File: src/hw/rtl/crc16cbc_pkg.sv
// Shared types, constants and CRC functions for the callsign bit corrector.
`timescale 1ns / 1ps

package crc16cbc_pkg;

    localparam int WORD_W           = 64;
    localparam int STATUS_W         = 2;
    localparam int CB_DEFAULT_BYTES = 8;
    localparam logic [15:0] CRC_POLY = 16'h1021;

    typedef enum logic [STATUS_W-1:0] {
        ST_OK     = 2'd0,
        ST_SINGLE = 2'd1,
        ST_DOUBLE = 2'd2,
        ST_FAIL   = 2'd3
    } t_status;

    // Commands from the sequencer to the datapath.
    typedef struct packed {
        logic    load;
        logic    crc_step;
        logic    single_init;
        logic    single_step;
        logic    pair_init;
        logic    pair_step;
        logic    commit;
        t_status kind;
    } t_dp_cmd;

    // Status from the datapath back to the sequencer.
    typedef struct packed {
        logic out_free;
        logic crc_last;
        logic syn_zero;
        logic single_hit;
        logic single_last;
        logic pair_hit;
        logic pair_last;
    } t_dp_sts;

    // One byte through the CRC register, MSB first.
    function automatic logic [15:0] crc_byte(input logic [15:0] crc, input logic [7:0] data);
        logic [15:0] c;
        c = crc ^ {data, 8'h00};
        for (int k = 0; k < 8; k++) begin
            if (c[15]) begin
                c = {c[14:0], 1'b0} ^ CRC_POLY;
            end else begin
                c = {c[14:0], 1'b0};
            end
        end
        return c;
    endfunction

    // Syndrome of a single set word bit; called with constants only.
    function automatic logic [15:0] crc_bit_syn(input int idx, input int nbytes);
        logic [WORD_W-1:0] w;
        logic [15:0]       c;
        w = WORD_W'(1) << idx;
        c = '0;
        for (int b = 0; b < nbytes; b++) begin
            c = crc_byte(c, w[b*8 +: 8]);
        end
        return c;
    endfunction

endpackage

File: src/hw/rtl/crc16cbc_if.sv
// Valid/ready channel interfaces for the received and corrected callsign words.
`timescale 1ns / 1ps

interface crc16cbc_in_if;
    import crc16cbc_pkg::*;
    logic              valid;
    logic              ready;
    logic [WORD_W-1:0] received_word;
    modport source (output valid, output received_word, input ready);
    modport sink   (input valid, input received_word, output ready);
endinterface

interface crc16cbc_out_if;
    import crc16cbc_pkg::*;
    logic                valid;
    logic                ready;
    logic [WORD_W-1:0]   corrected_word;
    logic [STATUS_W-1:0] status;
    modport source (output valid, output corrected_word, output status, input ready);
    modport sink   (input valid, input corrected_word, input status, output ready);
endinterface

File: src/hw/rtl/crc16cbc_dp.sv
// Datapath: word and CRC registers, syndrome table, flip indices, output register.
`timescale 1ns / 1ps

module crc16cbc_dp #(
    parameter int CALLSIGN_BYTES = crc16cbc_pkg::CB_DEFAULT_BYTES
) (
    input  logic                                 i_clk,
    input  logic                                 i_rst_n,
    input  logic [crc16cbc_pkg::WORD_W-1:0]      i_word,
    input  crc16cbc_pkg::t_dp_cmd                i_cmd,
    output crc16cbc_pkg::t_dp_sts                o_sts,
    input  logic                                 i_out_ready,
    output logic                                 o_out_valid,
    output logic [crc16cbc_pkg::WORD_W-1:0]      o_corrected_word,
    output logic [crc16cbc_pkg::STATUS_W-1:0]    o_status
);
    import crc16cbc_pkg::*;

    localparam int NBITS  = CALLSIGN_BYTES * 8;
    localparam int IDX_W  = $clog2(NBITS);
    localparam int BYTE_W = $clog2(CALLSIGN_BYTES);

    logic [WORD_W-1:0]   r_word;
    logic [15:0]         r_crc, n_crc;
    logic [BYTE_W-1:0]   r_byte;
    logic [IDX_W-1:0]    r_i, n_i;
    logic [IDX_W-1:0]    r_j, n_j;
    logic                r_out_valid;
    logic [WORD_W-1:0]   r_out_word;
    logic [STATUS_W-1:0] r_out_status;

    logic [15:0]         w_syn_tab [NBITS];
    logic [15:0]         w_syn_i, w_syn_j;
    logic [WORD_W-1:0]   w_mask_i, w_mask_j, w_fixed;
    logic                w_out_free;

    for (genvar g = 0; g < NBITS; g++) begin : g_syn
        assign w_syn_tab[g] = crc_bit_syn(g, CALLSIGN_BYTES);
    end

    assign w_syn_i    = w_syn_tab[r_i];
    assign w_syn_j    = w_syn_tab[r_j];
    assign w_mask_i   = WORD_W'(1) << r_i;
    assign w_mask_j   = WORD_W'(1) << r_j;
    assign w_out_free = !r_out_valid || i_out_ready;

    always_comb begin
        n_crc = crc_byte(r_crc, r_word[{r_byte, 3'b000} +: 8]);
    end

    // Pair order: j runs up to the last bit, then i advances and j restarts at i+1.
    always_comb begin
        n_i = r_i;
        n_j = r_j;
        if (i_cmd.single_init || i_cmd.pair_init) begin
            n_i = '0;
            n_j = IDX_W'(1);
        end else if (i_cmd.single_step) begin
            n_i = r_i + IDX_W'(1);
        end else if (i_cmd.pair_step) begin
            if (r_j == IDX_W'(NBITS - 1)) begin
                n_i = r_i + IDX_W'(1);
                n_j = r_i + IDX_W'(2);
            end else begin
                n_j = r_j + IDX_W'(1);
            end
        end
    end

    always_comb begin
        case (i_cmd.kind)
            ST_SINGLE: w_fixed = r_word ^ w_mask_i;
            ST_DOUBLE: w_fixed = r_word ^ w_mask_i ^ w_mask_j;
            default:   w_fixed = r_word;
        endcase
    end

    always_ff @(posedge i_clk) begin
        if (i_cmd.load) begin
            r_word <= i_word;
            r_crc  <= '0;
            r_byte <= '0;
        end else if (i_cmd.crc_step) begin
            r_crc  <= n_crc;
            r_byte <= r_byte + BYTE_W'(1);
        end
        r_i <= n_i;
        r_j <= n_j;
        if (i_cmd.commit) begin
            r_out_word   <= w_fixed;
            r_out_status <= i_cmd.kind;
        end
    end

    always_ff @(posedge i_clk) begin
        if (!i_rst_n) begin
            r_out_valid <= 1'b0;
        end else if (i_cmd.commit) begin
            r_out_valid <= 1'b1;
        end else if (i_out_ready) begin
            r_out_valid <= 1'b0;
        end
    end

    assign o_sts.out_free    = w_out_free;
    assign o_sts.crc_last    = (r_byte == BYTE_W'(CALLSIGN_BYTES - 1));
    assign o_sts.syn_zero    = (r_crc == '0);
    assign o_sts.single_hit  = (w_syn_i == r_crc);
    assign o_sts.single_last = (r_i == IDX_W'(NBITS - 1));
    assign o_sts.pair_hit    = ((w_syn_i ^ w_syn_j) == r_crc);
    assign o_sts.pair_last   = (r_i == IDX_W'(NBITS - 2)) && (r_j == IDX_W'(NBITS - 1));

    assign o_out_valid      = r_out_valid;
    assign o_corrected_word = r_out_word;
    assign o_status         = r_out_status;

`ifndef SYNTHESIS
    a_pair_order: assert property (@(posedge i_clk) disable iff (!i_rst_n)
        i_cmd.pair_step |-> (r_j > r_i))
        else $error("pair search left the i < j order");

    a_commit_ok: assert property (@(posedge i_clk) disable iff (!i_rst_n)
        (i_cmd.commit && i_cmd.kind == ST_OK) |-> (r_crc == '0))
        else $error("clean result committed with nonzero syndrome");

    a_commit_double: assert property (@(posedge i_clk) disable iff (!i_rst_n)
        (i_cmd.commit && i_cmd.kind == ST_DOUBLE) |-> ((w_syn_i ^ w_syn_j) == r_crc))
        else $error("double fix committed without a syndrome match");
`endif

endmodule

File: src/hw/rtl/crc16cbc_ctrl.sv
// Sequencer: CRC pass, single flip search, pair search, result hand-off.
`timescale 1ns / 1ps

module crc16cbc_ctrl (
    input  logic                  i_clk,
    input  logic                  i_rst_n,
    input  logic                  i_in_valid,
    output logic                  o_in_ready,
    output crc16cbc_pkg::t_dp_cmd o_cmd,
    input  crc16cbc_pkg::t_dp_sts i_sts
);
    import crc16cbc_pkg::*;

    typedef enum logic [5:0] {
        S_IDLE   = 6'b000001,
        S_CRC    = 6'b000010,
        S_CHECK  = 6'b000100,
        S_SINGLE = 6'b001000,
        S_PAIR   = 6'b010000,
        S_FINISH = 6'b100000
    } t_state;

    t_state  r_state, n_state;
    t_status r_result, n_result;

    always_comb begin
        n_state  = r_state;
        n_result = r_result;
        o_cmd    = '0;
        o_cmd.kind = r_result;
        o_in_ready = 1'b0;
        unique case (r_state)
            S_IDLE: begin
                o_in_ready = 1'b1;
                if (i_in_valid) begin
                    o_cmd.load = 1'b1;
                    n_state    = S_CRC;
                end
            end
            S_CRC: begin
                o_cmd.crc_step = 1'b1;
                if (i_sts.crc_last) begin
                    n_state = S_CHECK;
                end
            end
            S_CHECK: begin
                if (i_sts.syn_zero) begin
                    n_result = ST_OK;
                    n_state  = S_FINISH;
                end else begin
                    o_cmd.single_init = 1'b1;
                    n_state           = S_SINGLE;
                end
            end
            S_SINGLE: begin
                if (i_sts.single_hit) begin
                    n_result = ST_SINGLE;
                    n_state  = S_FINISH;
                end else if (i_sts.single_last) begin
                    o_cmd.pair_init = 1'b1;
                    n_state         = S_PAIR;
                end else begin
                    o_cmd.single_step = 1'b1;
                end
            end
            S_PAIR: begin
                if (i_sts.pair_hit) begin
                    n_result = ST_DOUBLE;
                    n_state  = S_FINISH;
                end else if (i_sts.pair_last) begin
                    n_result = ST_FAIL;
                    n_state  = S_FINISH;
                end else begin
                    o_cmd.pair_step = 1'b1;
                end
            end
            S_FINISH: begin
                // hold the indices until the output register frees up
                if (i_sts.out_free) begin
                    o_cmd.commit = 1'b1;
                    n_state      = S_IDLE;
                end
            end
            default: n_state = S_IDLE;
        endcase
    end

    always_ff @(posedge i_clk) begin
        if (!i_rst_n) begin
            r_state  <= S_IDLE;
            r_result <= ST_OK;
        end else begin
            r_state  <= n_state;
            r_result <= n_result;
        end
    end

`ifndef SYNTHESIS
    a_commit_free: assert property (@(posedge i_clk) disable iff (!i_rst_n)
        o_cmd.commit |-> i_sts.out_free)
        else $error("result committed over an untaken result");

    a_accept_starts: assert property (@(posedge i_clk) disable iff (!i_rst_n)
        (o_in_ready && i_in_valid) |=> (r_state == S_CRC))
        else $error("accepted word did not start the CRC pass");
`endif

endmodule

File: src/hw/rtl/crc16_callsign_bit_corrector.sv
// Top level of the CRC-16 callsign checker with single and double bit correction.
`timescale 1ns / 1ps

// Takes one received callsign word per transfer on i_in and returns one
// transfer on o_out with the corrected word and a status (0 clean, 1 single
// bit fixed, 2 double bit fixed, 3 uncorrectable, word returned unchanged).
// The CRC-16 (poly 0x1021, init 0, MSB first, no final xor) runs over the
// CALLSIGN_BYTES low bytes, CRC bytes included; bits above them are never
// flipped. One word is worked on at a time. After the input transfer the
// word is loaded, the CRC pass runs over its bytes and the syndrome is
// checked; a nonzero syndrome starts the single-bit trials (up to
// N = 8*CALLSIGN_BYTES), then the pair trials (up to N*(N-1)/2). The
// result goes into the output register once that register is free.
// The search runs through the syndrome compare, which checks one flip
// candidate per cycle against a constant table of single-bit syndromes.
// The next word is taken as soon as the result sits in the output
// register, even if it has not been taken yet.

module crc16_callsign_bit_corrector #(
    parameter int CALLSIGN_BYTES = crc16cbc_pkg::CB_DEFAULT_BYTES
) (
    input  logic           i_clk,
    input  logic           i_rst_n,
    crc16cbc_in_if.sink    i_in,
    crc16cbc_out_if.source o_out
);
    import crc16cbc_pkg::*;

    t_dp_cmd w_cmd;
    t_dp_sts w_sts;
    logic    w_in_ready;

    // sequencer: decides which trial runs next
    crc16cbc_ctrl u_ctrl (
        .i_clk      (i_clk),
        .i_rst_n    (i_rst_n),
        .i_in_valid (i_in.valid),
        .o_in_ready (w_in_ready),
        .o_cmd      (w_cmd),
        .i_sts      (w_sts)
    );

    // datapath: CRC byte step, syndrome compare, output register
    crc16cbc_dp #(
        .CALLSIGN_BYTES (CALLSIGN_BYTES)
    ) u_dp (
        .i_clk            (i_clk),
        .i_rst_n          (i_rst_n),
        .i_word           (i_in.received_word),
        .i_cmd            (w_cmd),
        .o_sts            (w_sts),
        .i_out_ready      (o_out.ready),
        .o_out_valid      (o_out.valid),
        .o_corrected_word (o_out.corrected_word),
        .o_status         (o_out.status)
    );

    assign i_in.ready = w_in_ready;

endmodule
File: src/flat_wrapper.sv
// flat-port wrapper written by rule: the top's interface ports become plain ports
module crc16_callsign_bit_corrector_flat import crc16cbc_pkg::*;
#(
    parameter int CALLSIGN_BYTES = crc16cbc_pkg::CB_DEFAULT_BYTES
)
  (i_clk, i_rst_n, i_in_valid, i_in_received_word, i_in_ready, o_out_valid, o_out_corrected_word, o_out_status, o_out_ready);
  crc16cbc_in_if i_in_i ();
  crc16cbc_out_if o_out_i ();
  input  logic i_clk;
  input  logic i_rst_n;
  input wire logic [$bits(i_in_i.valid)-1:0] i_in_valid;
  input wire logic [$bits(i_in_i.received_word)-1:0] i_in_received_word;
  output wire logic [$bits(i_in_i.ready)-1:0] i_in_ready;
  output wire logic [$bits(o_out_i.valid)-1:0] o_out_valid;
  output wire logic [$bits(o_out_i.corrected_word)-1:0] o_out_corrected_word;
  output wire logic [$bits(o_out_i.status)-1:0] o_out_status;
  input wire logic [$bits(o_out_i.ready)-1:0] o_out_ready;
  assign i_in_i.valid = i_in_valid;
  assign i_in_i.received_word = i_in_received_word;
  assign i_in_ready = i_in_i.ready;
  assign o_out_valid = o_out_i.valid;
  assign o_out_corrected_word = o_out_i.corrected_word;
  assign o_out_status = o_out_i.status;
  assign o_out_i.ready = o_out_ready;
  crc16_callsign_bit_corrector #(.CALLSIGN_BYTES(CALLSIGN_BYTES)) u_core (.i_clk(i_clk), .i_rst_n(i_rst_n), .i_in(i_in_i), .o_out(o_out_i));
endmodule
File: config.mk
export PLATFORM = sky130hd
export DESIGN_NAME = crc16_callsign_bit_corrector_flat
export DESIGN_NICKNAME = d
export VERILOG_FILES = /design/src/hw/rtl/crc16cbc_pkg.sv /design/src/hw/rtl/crc16cbc_if.sv /design/src/hw/rtl/crc16cbc_dp.sv /design/src/hw/rtl/crc16cbc_ctrl.sv /design/src/hw/rtl/crc16_callsign_bit_corrector.sv /design/src/flat_wrapper.sv
export SDC_FILE = /design/constraint.sdc
export NUM_CORES = 1
export LEC_CHECK = 0
export BUFFER_PORTS_ARGS = -buffer_cell sky130_fd_sc_hd__buf_2
export CORE_MARGIN = 2
export CORE_UTILIZATION = 40
export CTS_CLUSTER_SIZE = 30
export DETAILED_ROUTE_END_ITERATION = 6
export HOLD_SLACK_MARGIN = 0.1
export SLEW_MARGIN = 10
export SYNTH_ARGS = -nofsm -noshare
export SYNTH_HDL_FRONTEND = slang
export SYNTH_SLANG_ARGS = --single-unit
File: constraint.sdc
create_clock -name i_clk -period 6 [get_ports i_clk]
set_clock_uncertainty 0.2 [all_clocks]
set_input_delay 0.3 -clock i_clk [delete_from_list [all_inputs] [get_ports i_clk]]
set_output_delay 0.3 -clock i_clk [all_outputs]
set_load 0.01 [all_outputs]
==> out/qor.txt <==
diodes inserted: 0
part of the cycle the worst path needs: 80.0%
Post-Syn Instances: 1736
height of the die: 194 um
total nets after synthesis: 1838
most frequent standard cell in the layout excluding fill and tap cells: sky130_fd_sc_hd__nand2_1
number of nets in the layout: 1953
WL met1: 23.4 mm
fraction of the yosys area taken by sequential cells: 32.5%
Core Footprint: 35700 um2
crit path setup slack, layout: 1.20 ns
Final Routed Wirelength: 56.5 mm
Leakage: 5.76 nW
slack of the worst reg-to-reg path: 1.20 ns
htree depth: 4
proportion of register bits with asynchronous set or reset after synthesis: 0%
Final Total Pwr: 3.98 mW
cell with the largest stage delay on the worst path: sky130_fd_sc_hd__or4_4
number of synthesized flops with an enable pin: 130
time the final worst path needs with I/O delays and setup: 4.80 ns
Seq cells post-synth: 170
post-route cell area: 16700 um2
Critical Path AT: 4.97 ns
worst-path maximum fanout: 12
total grt overflow: 0
maximum frequency from static timing analysis: 208 MHz
WL per Instance: 24.3 um
clock sink total: 170
routed length on met2: 26.2 mm
residual DRC count: 4
Resize count post-CTS: 0
top routing layer in use: met4
antenna violations before repair: 0
clock slew at the register clock pins of the worst setup and hold paths: 0.07 ns
area of the multi-input gates: 9010 um2
Filler Cell Count: 3403
placed standard-cell area: 15500 um2
violated checks: design-rule violations
clock tree from TritonCTS: yes
global-route wire length before repair: 85.0 mm
FF-to-FF path depth: 13
number of pins exceeding their max-slew limit in the final report: 0
Worst IR Drop VDD: 0.000205 V
cell chosen for the clock root: sky130_fd_sc_hd__clkbuf_16
number of global-route vias before repair: 13900
Cell Area, Synth: 14500 um2
category of the worst setup path capture point: flip-flop
source of the worst register-to-register timing path: u_core.u_dp.r_i[1]
half-perimeter wire length after placement: 39.9 mm
synthesized area divided by synthesized cell count: 8.35 um2
Synth Flop Type: sky130_fd_sc_hd__edfxtp_1
Req. time, crit path: 6.16 ns
FF+latch area: 4710 um2
share of layout cells above drive strength 1: 15.5%
number of buffers on the longest clock path: 2
Synth-to-Final Area Change: 15.4%
worst r2r dst: u_core.u_dp.r_j[3]
top library cells by usage in the layout, fill and taps aside: sky130_fd_sc_hd__nand2_1, sky130_fd_sc_hd__a21oi_1, sky130_fd_sc_hd__nor2_1, sky130_fd_sc_hd__buf_2, sky130_fd_sc_hd__edfxtp_1
Rel. slew slack: 21.2%
max-capacitance violation count: 0
count of endpoints failing hold in the final timing report: 0
DRT Pass-1 Iters: 7
die area: 37800 um2
largest net degree at the start of global routing: 82
total number of yosys warnings: 0
remaining number of nets flagged by the antenna check after routing: 0
I/O pin total: 136
Starting Density: 40.6%
Detailed Route Iter0 Violations: 1854
transition at the pin with the smallest max-transition slack: 1.18 ns
detailed route wirelength on metal3: 4.77 mm
Worst Setup Path Type: flip-flop to flip-flop
number of buffers created by CTS: 17
Core Rows: 69
worst setup path endpoint: u_core.u_dp.r_j[3]
final weighted congestion in routability-driven placement: 0.977
Port Buf Inserts: 135
Avg Vias per Cell: 6.30
Hold Path Class: flip-flop to flip-flop
total power density per cell area: 238 nW/um2
Finish-stage setup viols: 0
run status: finished with violations
total global-route track usage: 29.4%
clock latency on the worst-skew pair: 0.46 ns
RSZ-0062 raised after global routing: false
vias after detailed routing: 14600
setup TNS after final layout: 0 ns
worst setup slack after placement: 1.28 ns
die outline width: 194 um
number of library cell types mapped by synthesis: 94
kind of start point of the critical path: flip-flop
cells along the critical path: inv_1, ha_1, buf_4, or3b_1, o221a_1, mux4_2, xnor2_2, o21ai_1, or4_1, or4_4, a31oi_4, nor2_2, o32ai_2
worst stage delay on the critical path: 0.60 ns
launch point of the worst path: u_core.u_dp.r_i[1]
cell families (layout without fill, tap and decap cells):
family | Yosys count | count (layout) | synth area share, %
and+or+nand+nor | 645 | 645 | 21.8
AOI/OAI and AO/OA | 531 | 531 | 24.0
buffers and inverters | 188 | 314 | 5.48
DFF | 170 | 170 | 32.5
xor gates and xnor gates | 104 | 104 | 6.72
muxes | 64 | 64 | 6.54
adders and majority gates | 34 | 34 | 2.94
critical path: cells and delay by family (launching register included):
| family | cells | cell delay [ns] |
|---|---|---|
| flops | 1 | 0.54 |
| mux | 1 | 0.52 |
| fa+ha+maj | 1 | 0.50 |
| buf+inv | 2 | 0.48 |
| compound gates | 4 | 0.76 |
| simple gates | 4 | 1.49 |
| xor+xnor | 1 | 0.23 |
registers in the layout (all words and copies together) (netlist names):
| register | cells |
|---|---|
| u_core.u_dp.r_j | 6 |
| u_core.u_dp.o_out_valid | 1 |
| u_core.u_dp.r_crc | 16 |
| u_core.u_dp.r_i | 6 |
| u_core.u_dp.o_corrected_word | 64 |
| u_core.u_dp.o_status | 2 |
| u_core.u_dp.r_word | 64 |
| u_core.u_ctrl.r_result | 2 |
| u_core.u_dp.r_byte | 3 |
| u_core.u_ctrl.r_state | 6 |
layout make-up:
cell class | instances | area share (%)
multi-input combinational | 1378 | 53.9
inverter | 27 | 0.606
tap | 461 | 3.45
clock inverter | 12 | 0.696
timing repair buffer | 257 | 10.6
clock buffer | 18 | 2.57
sequential | 170 | 28.2
power by group:
group          leakage (nW)  switching [mW]  internal [mW]
combinational          3.96           0.853          0.555
sequential             1.53           0.133           1.35
clock                 0.260           0.518          0.572
total                  5.76            1.50           2.48
worst min-delay path by stage:
| stage | end | cells after the start | startpoint |
|---|---|---|---|
| 6_report | u_core.u_dp.r_j[2] | 2 | u_core.u_dp.r_j[2] |
| 5_1_grt | u_core.u_dp.r_j[2] | 2 | u_core.u_dp.r_j[2] |
| 4_1_cts | u_core.u_dp.r_j[2] | 2 | u_core.u_dp.r_j[2] |
| 3_5_place_dp | u_core.u_dp.r_word[62] | 1 | i_in_received_word[62] |
| 3_3_place_gp | u_core.u_dp.r_word[0] | 1 | i_in_received_word[0] |
| 2_1_floorplan | u_core.u_dp.r_word[0] | 0 | i_in_received_word[0] |
through the flow:
step           instances  util (%)  hold slack, ns
6_report            2323      46.9           0.313
4_1_cts             2323      46.9           0.314
3_3_place_gp        2226      43.5           0.278
3_5_place_dp        2226      43.5           0.278
5_1_grt             2323      46.9           0.346
2_1_floorplan       1736         -           0.199
cells in the mapped netlist, types with 37 or more instances:
| cell type | n | share of area (%) |
|---|---|---|
| sky130_fd_sc_hd__clkbuf_1 | 110 | 2.9 |
| sky130_fd_sc_hd__dfxtp_1 | 40 | 5.5 |
| sky130_fd_sc_hd__o21ai_0 | 115 | 4.0 |
| sky130_fd_sc_hd__nor3_1 | 44 | 1.5 |
| sky130_fd_sc_hd__nand2b_1 | 40 | 1.7 |
| sky130_fd_sc_hd__a31oi_1 | 40 | 1.7 |
| sky130_fd_sc_hd__nand2_1 | 182 | 4.7 |
| sky130_fd_sc_hd__xnor2_1 | 67 | 4.1 |
| sky130_fd_sc_hd__nor2b_1 | 37 | 1.6 |
| sky130_fd_sc_hd__nor2_1 | 147 | 3.8 |
| sky130_fd_sc_hd__edfxtp_1 | 130 | 27 |
| sky130_fd_sc_hd__nand3_1 | 70 | 2.4 |
| sky130_fd_sc_hd__a21oi_1 | 149 | 5.1 |
routing by layer:
metal  up-vias  global-route usage [%]
met3       130                    5.07
li1       6688                       -
met1      7017                    38.9
met2       795                    47.8
met5         -                       0
met4         0                    11.7
what timing repair did:
action                                 CTS  global route
endpoints found under the hold margin   72             0
hold buffers                            67             0
buffers inserted                         0             0
Power figures use the tool's default switching activity.
